==> src/hw/rtl/spibse_pkg.sv <==
package spibse_pkg;

    // Request codes carried by an input item.
    localparam logic [1:0] REQ_START    = 2'd0;
    localparam logic [1:0] REQ_EDGE     = 2'd1;
    localparam logic [1:0] REQ_DESELECT = 2'd2;

    // Operating modes held in the spi_mode register.
    localparam logic [1:0] MODE_OFF    = 2'd0;
    localparam logic [1:0] MODE_MASTER = 2'd1;
    localparam logic [1:0] MODE_SLAVE  = 2'd2;

    // Register indexes on the configuration port.
    localparam int unsigned CFG_ADDR_W = 3;
    localparam int unsigned CFG_DATA_W = 2;
    localparam logic [CFG_ADDR_W-1:0] CFG_SPI_MODE           = 3'd0;
    localparam logic [CFG_ADDR_W-1:0] CFG_LSB_FIRST          = 3'd1;
    localparam logic [CFG_ADDR_W-1:0] CFG_LEAD_EDGE_FALLING  = 3'd2;
    localparam logic [CFG_ADDR_W-1:0] CFG_SAMPLE_ON_TRAILING = 3'd3;

    localparam int unsigned TX_BYTE_W = 8;
    localparam int unsigned RX_BYTE_W = 8;

    typedef struct packed {
        logic [1:0] spi_mode;
        logic       lsb_first;
        logic       lead_edge_falling;
        logic       sample_on_trailing;
    } cfg_t;

    typedef struct packed {
        logic [1:0]           req_type;
        logic [TX_BYTE_W-1:0] tx_byte;
        logic                 edge_rising;
        logic                 data_in;
    } item_t;

    typedef struct packed {
        logic                 data_out;
        logic                 sck_level;
        logic                 want_tick;
        logic                 byte_done;
        logic [RX_BYTE_W-1:0] rx_byte;
    } result_t;

endpackage

==> src/hw/rtl/spibse_core.sv <==
module spibse_core #(
    parameter int unsigned BYTE_BITS = 8
) (
    input  logic                aclk,
    input  logic                aresetn,
    input  spibse_pkg::cfg_t    cfg,
    input  logic                abort,
    input  logic                step,
    input  spibse_pkg::item_t   item,
    output spibse_pkg::result_t result
);

    localparam int unsigned PW = (BYTE_BITS > 1) ? $clog2(BYTE_BITS) : 1;
    localparam int unsigned CW = $clog2(BYTE_BITS + 1);
    localparam logic [PW-1:0] LAST_BIT = PW'(BYTE_BITS - 1);
    localparam logic [CW-1:0] FULL_CNT = CW'(BYTE_BITS);

    logic [CW-1:0]        bit_pos_reg, bit_pos_next;
    logic [BYTE_BITS-1:0] tx_shift_reg, tx_shift_next;
    logic [BYTE_BITS-1:0] rx_shift_reg, rx_shift_next;
    logic                 clk_level_reg, clk_level_next;
    logic                 active_reg, active_next;
    logic                 out_level_reg, out_level_next;

    logic [BYTE_BITS-1:0] tx_load;
    logic [CW-1:0]        bit_pos_inc;
    logic [PW-1:0]        cur_idx, inc_idx;
    logic                 master, slave, rising, leading, done;

    // Transfer bit k maps to register bit k, or to the mirrored bit for MSB first.
    function automatic logic [PW-1:0] bit_index(input logic [CW-1:0] k, input logic lsb);
        logic [PW-1:0] kk;
        kk = k[PW-1:0];
        return lsb ? kk : (LAST_BIT - kk);
    endfunction

    genvar g;
    generate
        for (g = 0; g < BYTE_BITS; g++) begin : g_tx
            if (g < spibse_pkg::TX_BYTE_W) begin : g_in
                assign tx_load[g] = item.tx_byte[g];
            end else begin : g_pad
                assign tx_load[g] = 1'b0;
            end
        end
    endgenerate

    assign master      = (cfg.spi_mode == spibse_pkg::MODE_MASTER);
    assign slave       = (cfg.spi_mode == spibse_pkg::MODE_SLAVE);
    assign bit_pos_inc = bit_pos_reg + CW'(1);
    assign cur_idx     = bit_index(bit_pos_reg, cfg.lsb_first);
    assign inc_idx     = bit_index(bit_pos_inc, cfg.lsb_first);
    assign rising      = master ? ~clk_level_reg : item.edge_rising;
    assign leading     = (rising != cfg.lead_edge_falling);

    always_comb begin
        bit_pos_next   = bit_pos_reg;
        tx_shift_next  = tx_shift_reg;
        rx_shift_next  = rx_shift_reg;
        clk_level_next = clk_level_reg;
        active_next    = active_reg;
        out_level_next = out_level_reg;
        done           = 1'b0;

        if (step && (master || slave)) begin
            case (item.req_type)
                spibse_pkg::REQ_START: begin
                    tx_shift_next = tx_load;
                    rx_shift_next = '0;
                    bit_pos_next  = '0;
                    active_next   = 1'b1;
                    if (master) begin
                        clk_level_next = cfg.lead_edge_falling;
                    end
                    if (!cfg.sample_on_trailing) begin
                        out_level_next = tx_load[bit_index('0, cfg.lsb_first)];
                    end
                end
                spibse_pkg::REQ_EDGE: begin
                    if (active_reg) begin
                        if (master) begin
                            clk_level_next = ~clk_level_reg;
                        end
                        if (leading) begin
                            if (cfg.sample_on_trailing) begin
                                out_level_next = tx_shift_reg[cur_idx];
                            end else if (item.data_in) begin
                                rx_shift_next[cur_idx] = 1'b1;
                            end
                        end else begin
                            if (cfg.sample_on_trailing && item.data_in) begin
                                rx_shift_next[cur_idx] = 1'b1;
                            end
                            if (bit_pos_inc >= FULL_CNT) begin
                                bit_pos_next   = FULL_CNT;
                                active_next    = 1'b0;
                                out_level_next = 1'b1;
                                done           = 1'b1;
                            end else begin
                                bit_pos_next = bit_pos_inc;
                                if (!cfg.sample_on_trailing) begin
                                    out_level_next = tx_shift_reg[inc_idx];
                                end
                            end
                        end
                    end
                end
                spibse_pkg::REQ_DESELECT: begin
                    if (slave) begin
                        active_next    = 1'b0;
                        out_level_next = 1'b1;
                    end
                end
                default: begin
                end
            endcase
        end

        // A change of mode drops any transfer and parks the line high.
        if (abort) begin
            active_next    = 1'b0;
            out_level_next = 1'b1;
        end
    end

    always_ff @(posedge aclk) begin
        if (!aresetn) begin
            bit_pos_reg   <= '0;
            tx_shift_reg  <= '0;
            rx_shift_reg  <= '0;
            clk_level_reg <= 1'b0;
            active_reg    <= 1'b0;
            out_level_reg <= 1'b1;
        end else begin
            bit_pos_reg   <= bit_pos_next;
            tx_shift_reg  <= tx_shift_next;
            rx_shift_reg  <= rx_shift_next;
            clk_level_reg <= clk_level_next;
            active_reg    <= active_next;
            out_level_reg <= out_level_next;
        end
    end

    generate
        for (g = 0; g < spibse_pkg::RX_BYTE_W; g++) begin : g_rx
            if (g < BYTE_BITS) begin : g_in
                assign result.rx_byte[g] = rx_shift_next[g];
            end else begin : g_pad
                assign result.rx_byte[g] = 1'b0;
            end
        end
    endgenerate

    assign result.data_out  = out_level_next;
    assign result.sck_level = master & clk_level_next;
    assign result.want_tick = master & active_next;
    assign result.byte_done = done;

endmodule

==> src/hw/rtl/spi_byte_shift_engine_unit.sv <==
// SPI shift engine for one word of BYTE_BITS bits, master or slave.
//
// Input channel (s_valid / s_ready): each item is a start, a clock edge or
// tick, or a slave deselect, with the transmit byte, the slave edge direction
// and the sampled receive data level. Every accepted item yields exactly one
// result item on the output channel (m_valid / m_ready): the transmit line
// level, the master clock level, a request for another tick, a done flag
// and the receive byte assembled so far.
//
// Timing: an item is captured in an input register, its state update runs in
// combinational logic, and the result lands in an output register. One item
// per cycle is sustained while the receiver does not stall.
//
// When the receiver stalls, the output register holds its result and the
// input register holds one more item; only when both are full does s_ready
// fall. Reset (aresetn, synchronous, active low) empties both registers, clears
// configuration and engine state, and parks the data line high. Configuration
// is written by the user through cfg_we / cfg_addr / cfg_wdata while the block
// is idle, not enforced here. A spi_mode change aborts any transfer in progress.
module spi_byte_shift_engine_unit #(
    parameter int unsigned BYTE_BITS = 8
) (
    input  logic                              aclk,
    input  logic                              aresetn,
    input  logic                              cfg_we,
    input  logic [spibse_pkg::CFG_ADDR_W-1:0] cfg_addr,
    input  logic [spibse_pkg::CFG_DATA_W-1:0] cfg_wdata,
    input  logic                              s_valid,
    output logic                              s_ready,
    input  logic [1:0]                        s_req_type,
    input  logic [7:0]                        s_tx_byte,
    input  logic                              s_edge_rising,
    input  logic                              s_data_in,
    output logic                              m_valid,
    input  logic                              m_ready,
    output logic                              m_data_out,
    output logic                              m_sck_level,
    output logic                              m_want_tick,
    output logic                              m_byte_done,
    output logic [7:0]                        m_rx_byte
);

    spibse_pkg::cfg_t    cfg_reg, cfg_next;
    spibse_pkg::item_t   item_reg;
    spibse_pkg::result_t result, result_reg;
    logic                in_valid_reg, in_valid_next;
    logic                out_valid_reg, out_valid_next;
    logic                out_free, step, abort;

    // The output register can take a new result when empty or being drained.
    assign out_free = !out_valid_reg || m_ready;
    assign step     = in_valid_reg && out_free;
    assign s_ready  = !in_valid_reg || out_free;

    // Configuration writes; only a real change of mode aborts the transfer.
    always_comb begin
        cfg_next = cfg_reg;
        abort    = 1'b0;
        if (cfg_we) begin
            case (cfg_addr)
                spibse_pkg::CFG_SPI_MODE: begin
                    cfg_next.spi_mode = cfg_wdata[1:0];
                    abort = (cfg_wdata[1:0] != cfg_reg.spi_mode);
                end
                spibse_pkg::CFG_LSB_FIRST:          cfg_next.lsb_first = cfg_wdata[0];
                spibse_pkg::CFG_LEAD_EDGE_FALLING:  cfg_next.lead_edge_falling = cfg_wdata[0];
                spibse_pkg::CFG_SAMPLE_ON_TRAILING: cfg_next.sample_on_trailing = cfg_wdata[0];
                default: begin
                end
            endcase
        end
    end

    always_comb begin
        in_valid_next = in_valid_reg;
        if (s_valid && s_ready) begin
            in_valid_next = 1'b1;
        end else if (step) begin
            in_valid_next = 1'b0;
        end
        out_valid_next = out_valid_reg;
        if (step) begin
            out_valid_next = 1'b1;
        end else if (m_ready) begin
            out_valid_next = 1'b0;
        end
    end

    always_ff @(posedge aclk) begin
        if (!aresetn) begin
            cfg_reg       <= '0;
            in_valid_reg  <= 1'b0;
            out_valid_reg <= 1'b0;
        end else begin
            cfg_reg       <= cfg_next;
            in_valid_reg  <= in_valid_next;
            out_valid_reg <= out_valid_next;
        end
    end

    // Payload registers carry no reset.
    always_ff @(posedge aclk) begin
        if (s_valid && s_ready) begin
            item_reg.req_type    <= s_req_type;
            item_reg.tx_byte     <= s_tx_byte;
            item_reg.edge_rising <= s_edge_rising;
            item_reg.data_in     <= s_data_in;
        end
        if (step) begin
            result_reg <= result;
        end
    end

    spibse_core #(
        .BYTE_BITS(BYTE_BITS)
    ) u_core (
        .aclk   (aclk),
        .aresetn(aresetn),
        .cfg    (cfg_reg),
        .abort  (abort),
        .step   (step),
        .item   (item_reg),
        .result (result)
    );

    assign m_valid     = out_valid_reg;
    assign m_data_out  = result_reg.data_out;
    assign m_sck_level = result_reg.sck_level;
    assign m_want_tick = result_reg.want_tick;
    assign m_byte_done = result_reg.byte_done;
    assign m_rx_byte   = result_reg.rx_byte;

endmodule
==> config.mk <==
export PLATFORM = sky130hd
export DESIGN_NAME = spi_byte_shift_engine_unit
export DESIGN_NICKNAME = d
export VERILOG_FILES = /design/src/hw/rtl/spibse_pkg.sv /design/src/hw/rtl/spibse_core.sv /design/src/hw/rtl/spi_byte_shift_engine_unit.sv
export SDC_FILE = /design/constraint.sdc
export NUM_CORES = 1
export LEC_CHECK = 0
export ABC_CLOCK_PERIOD_IN_PS = 2300
export BUFFER_PORTS_ARGS = -buffer_cell sky130_fd_sc_hd__buf_2
export CAP_MARGIN = 10
export CORE_MARGIN = 2
export CORE_UTILIZATION = 52
export DETAILED_ROUTE_END_ITERATION = 8
export GPL_TIMING_DRIVEN = 0
export PLACE_DENSITY = 0.72
export RECOVER_POWER = 25
export SLEW_MARGIN = 5
export SYNTH_ARGS = -nofsm -noshare
export SYNTH_HDL_FRONTEND = slang
export SYNTH_SLANG_ARGS = --single-unit
==> constraint.sdc <==
create_clock -name aclk -period 2.3 [get_ports aclk]
set_clock_uncertainty 0.1 [all_clocks]
set_input_delay 0.115 -clock aclk [delete_from_list [all_inputs] [get_ports aclk]]
set_output_delay 0.115 -clock aclk [all_outputs]
set_load 0.05 [all_outputs]
# [Word-level counts from Yosys, hierarchy flattened]
# Index checks and enable logic that the tools add are counted.
# W data, S select, Z words.
[word_totals] word_cells=121 latchBits=0 ff_bits=54 n_memories=0 out_inout_bits=14 romBits=0 ram_bits=0 inputBits=22
[op_classes] n_eq_ne=11 n_div=0 n_lt_le_gt_ge=5 n_bitwise=7 addsub=3 reduce_logical=22 mux=52 shift=0 multipliers=0
[ops] operator="$mux W8" count=6
[ops] operator="$mux W1" count=31
[ops] operator="$pmux W8 S2" count=1
[ops] operator="$lt A3 B4 Y1 const B" count=3
[ops] operator="$mux W4" count=3
[ops] operator="$reduce_and A2 Y1" count=5
[ops] operator="$bmux W1 S3" count=3
[ops] operator="$mux W3" count=3
[ops] operator="$or A8 B8 Y8" count=1
[ops] operator="$pmux W4 S2" count=1
[ops] operator="$eq A3 B2 Y1 const B" count=2
[ops] operator="$pmux W1 S3" count=2
[ops] operator="$reduce_bool A2 Y1" count=3
[ops] operator="$sub A3 B3 Y3 const A" count=2
[ops] operator="$logic_and A1 B1 Y1" count=5
[ops] operator="$add A4 B1 Y4 const B" count=1
[ops] operator="$eq A2 B1 Y1 const B" count=2
[ops] operator="$eq A2 B2 Y1 const B" count=2
[ops] operator="$ge A4 B4 Y1 const B" count=1
[ops] operator="$not A1 Y1" count=4
[ops] operator="$reduce_and A4 Y1" count=1
[ops] operator="$reduce_or A4 Y1" count=1
[ops] operator="$demux W1 S3" count=1
[ops] operator="$eq A3 B1 Y1 const B" count=1
[ops] operator="other kinds (11)" count=15

# [Logic depth before layout (Yosys ltp)]
[depth] depth_word=13 ltp_mapped=9 ltp_nobuf=8

# [By module]
# From an unflattened synthesis, not the netlist that was laid out.
[hier_totals] cells_unflattened=282 area_unflattened_um2=2849.0
[by_module_without_submodules] mod="spibse_core" seq_area_each_um2=460.4 area_per_inst_um2=1780.5 instances=1 cells_each=224
[by_module_without_submodules] mod="spi_byte_shift_engine_unit" seq_area_each_um2=860.8 area_per_inst_um2=1068.5 instances=1 cells_each=58

# [Worst setup path after synthesis]
# Ideal clock, no wire load.
[synth_timing] kind="register to register" startpoint="reg cfg_reg[3] (netlist name)" endpoint="reg result_reg, in the netlist m_rx_byte[0], data pin" path_slack_ns=0.002 path_buffers=1 setup_ns=0.263 period_less_slack_ns=2.298 stages_incl_launch_ff=10 arrival_ns=1.935 t_required_ns=1.937 cell_sequence="dfxtp_1 -> inv_1 -> ha_1 -> nand2b_1 -> or2_2 -> nor2_1 -> nand2_1 -> clkbuf_1 -> nand2_1 -> o21ai_0"
[synth_lines] element="from (decl)" line="spi_byte_shift_engine_unit.sv:43" source="spibse_pkg::cfg_t cfg_reg, cfg_next;"
[synth_lines] element="from (signal assigned)" line="spi_byte_shift_engine_unit.sv:95" source="cfg_reg <= cfg_next;"
[synth_lines] element="to (signal assigned)" line="spi_byte_shift_engine_unit.sv:110" source="result_reg <= result;"
[synth_lines] element="to (decl)" line="spi_byte_shift_engine_unit.sv:45" source="spibse_pkg::result_t result, result_reg;"

==> metrics.md <==
| Metric | Value |
|---|---|
| CTS tree | built |
| Syn_area_per_cell | 9.97 µm² |
| Crit path time final | 2200 ps |
| GRT Total Usage | 0.200 |
| Vias in the first global route | 1,976 |
| Crit path cell chain | ha_4, mux4_2, and4_1, nor4_4, nor2_1 |
| Die Wd | 76.9 µm |
| Pre-CTS setup slack | -329 ps |
| WS Path Type | reg2reg |
| Post-Syn Nets | 302 |
| Max reg flops | 12 |
| Nets@finish | 363 |
| Yosys top cell area share | 0.261 |
| Startpoint types | register |
| Routed WL | 5540 µm |
| Area Overhead vs Synth | 21.5% |
| CTS max path bufs | 2 |
| IO Pins | 36 |
| Worst path required time | 2260 ps |
| Max VDD drop | 0.347 mV |
| RSZ-0062 raised after global routing | yes |
| TritonCTS buffer count | 5 |
| Root buf cell | clkbuf_8 |
| Share of layout cells above drive strength 1 | 0.245 |
| Hpwl dp | 3890 µm |
| Final WS setup | 97.2 ps |
| Final setup vio count | 0 |
| Antenna viol nets, final | 0 |
| CTS H-Tree Depth | 2 |
| Pin count of the biggest net entering global routing | 18 |
| CP max stage cell | mux4_2 |
| Routability Congestion | 0.835 |
| Placed cell count | 382 |
| Most frequent cells after synthesis | nand2_1 (40), dfxtp_1 (30), edfxtp_1 (24) |
| Crit path largest cell delay | 490 ps |
| Average via count per standard cell | 5.31 |
| Die H | 76.9 µm |
| Synth warn | 0 |
| Most used flip-flop cell after synthesis | dfxtp_1 |
| Worst hold-check path type | in2reg |
| Clk Latency, worst-skew pair | 310 ps |
| Cells after Synth | 277 |
| Initial Util | 0.541 |
| R2R setup slack | 100 ps |
| DRC viols | 0 |
| DR vias | 2,170 |
| Main area contributors after synthesis | edfxtp_1 (26%), dfxtp_1 (22%), nand2_1 (5.4%), mux4_2 (4.1%), o21ai_0 (4.0%) |
| Crit end category | register |
| Critical-path maximum fanout | 7 |
| Count leader, synth | nand2_1 |
| Pre-Repair DR Iteration Count | 4 |
| Setup tns final | 0 ps |
| Worst-margin pin slew | 857 ps |
| CTS sink cnt | 54 |
| Max-slew violation count | 0 |
| Diode count | 0 |
| Overflow left after global routing | 0 |
| Final Util | 0.657 |
| Final Non-Filler Cells | 409 |
| CTS clk-pin slew, worst paths | 100 ps |
| Post-synth EDFFs | 24 |
| Critical path arrival | 2160 ps |
| Ys async rst share | 0 |
| Fmax | 0.454 GHz |
| Fin Hold WS | 19.6 ps |
| Global-route wire length before repair | 9310 µm |
| Netlist cell types | 55 |
| Max-cap viol count | 0 |
| Final hold violations | 0 |
| Antenna violations before repair | 0 |
| LEAKAGE | 1.18 nW |
| Starting DRC count in detailed routing | 105 |
| Synthesis-stage register bit count | 54 |
| Max-Slew Margin vs Limit | 0.421 |
| Core ar. | 5110 µm² |
| Die area | 5910 µm² |
| Avg WL per Cell | 13.5 µm |
| Netlist Area Pre-Place | 2760 µm² |
| FP Rows | 26 |
| Sequential fraction of the synthesis area | 0.478 |
| Final period util | 0.958 |
| Power Density | 515 nW/µm² |
| PortBufs | 35 |
| Status | completed |
| Yosys top cell by area | edfxtp_1 |
[cells by family after synthesis]
logic type,Yosys count,share of synthesized area
and+or+nand+nor,117,0.232
adders and majority gates,3,0.0136
AOI/OAI and AO/OA,61,0.135
DFF,54,0.478
xor gates and xnor gates,7,0.0272
muxes,14,0.0743
buffers and inverters,21,0.0394
[power by group]
part | switching (mW) | internal, mW | leakage [nW] | total (mW)
registers | 0.0107 | 1.02 | 0.474 | 1.04
logic | 0.0964 | 0.0656 | 0.669 | 0.162
clock network | 0.310 | 0.219 | 0.0418 | 0.529
total | 0.417 | 1.31 | 1.18 | 1.73
[cell type report]
| cell class | instances | area, µm² |
|---|---|---|
| multi-input combinational | 202 | 1400 |
| timing repair buffer | 54 | 349 |
| clock inverter | 2 | 16.3 |
| fill | 421 | 1750 |
| clock buffer | 6 | 72.6 |
| inverter | 7 | 26.3 |
| tap | 70 | 87.6 |
| sequential | 54 | 1320 |
| buffer | 14 | 82.6 |
[cells in the final DEF, fill, tap and decap left out, drive strengths merged, types with 7 or more instances in the layout]
cell         count
dlygate4sd3     14
mux2i            7
nand2           40
nand3           13
nor2b            8
a21oi           20
edfxtp          24
inv              8
dfxtp           30
nor2            21
buf             44
clkbuf          16
o21ai           23
[worst max-delay path: cells and delay by family (launching register included)]
kind	cells	cell delay [ps]
DFF	1	400
muxes	1	490
and+or+nand+nor	3	620
adders and majority gates	1	340
[stage by stage]
stage	total power, mW	cell area, µm²
after floorplan	1.15	2760
after global placement	1.19	3020
after detailed placement	1.20	3020
after CTS	1.74	3310
after global routing	1.80	3350
final	1.73	3350
[timing repair]
| action | CTS | global route |
|---|---|---|
| pin swaps | 5 | 7 |
| hold buffers | 14 | 0 |
| setup buffers | 1 | 4 |
| endpoints found under the hold margin | 14 | 0 |
| endpoints found under the setup margin | 23 | 23 |
| gates resized for setup | 15 | 18 |
[final timing paths]
kind	start	end	cells after the start
worst max-delay path	u_core.bit_pos_reg[1]	m_data_out	5
worst min-delay path	cfg_wdata[0]	cfg_reg[3]	3
worst min register to register	u_core.rx_shift_reg[3]	u_core.rx_shift_reg[3]	2
worst max register to register	u_core.bit_pos_reg[1]	m_data_out	5
[metal layers]
layer | routed length, µm | GRT usage
met1 | 2540 | 0.273
met2 | 2630 | 0.318
met3 | 260 | 0.0400
met4 | 107 | 0.0655
met5 | 0 | 0
(Power assumes the default switching activity.)
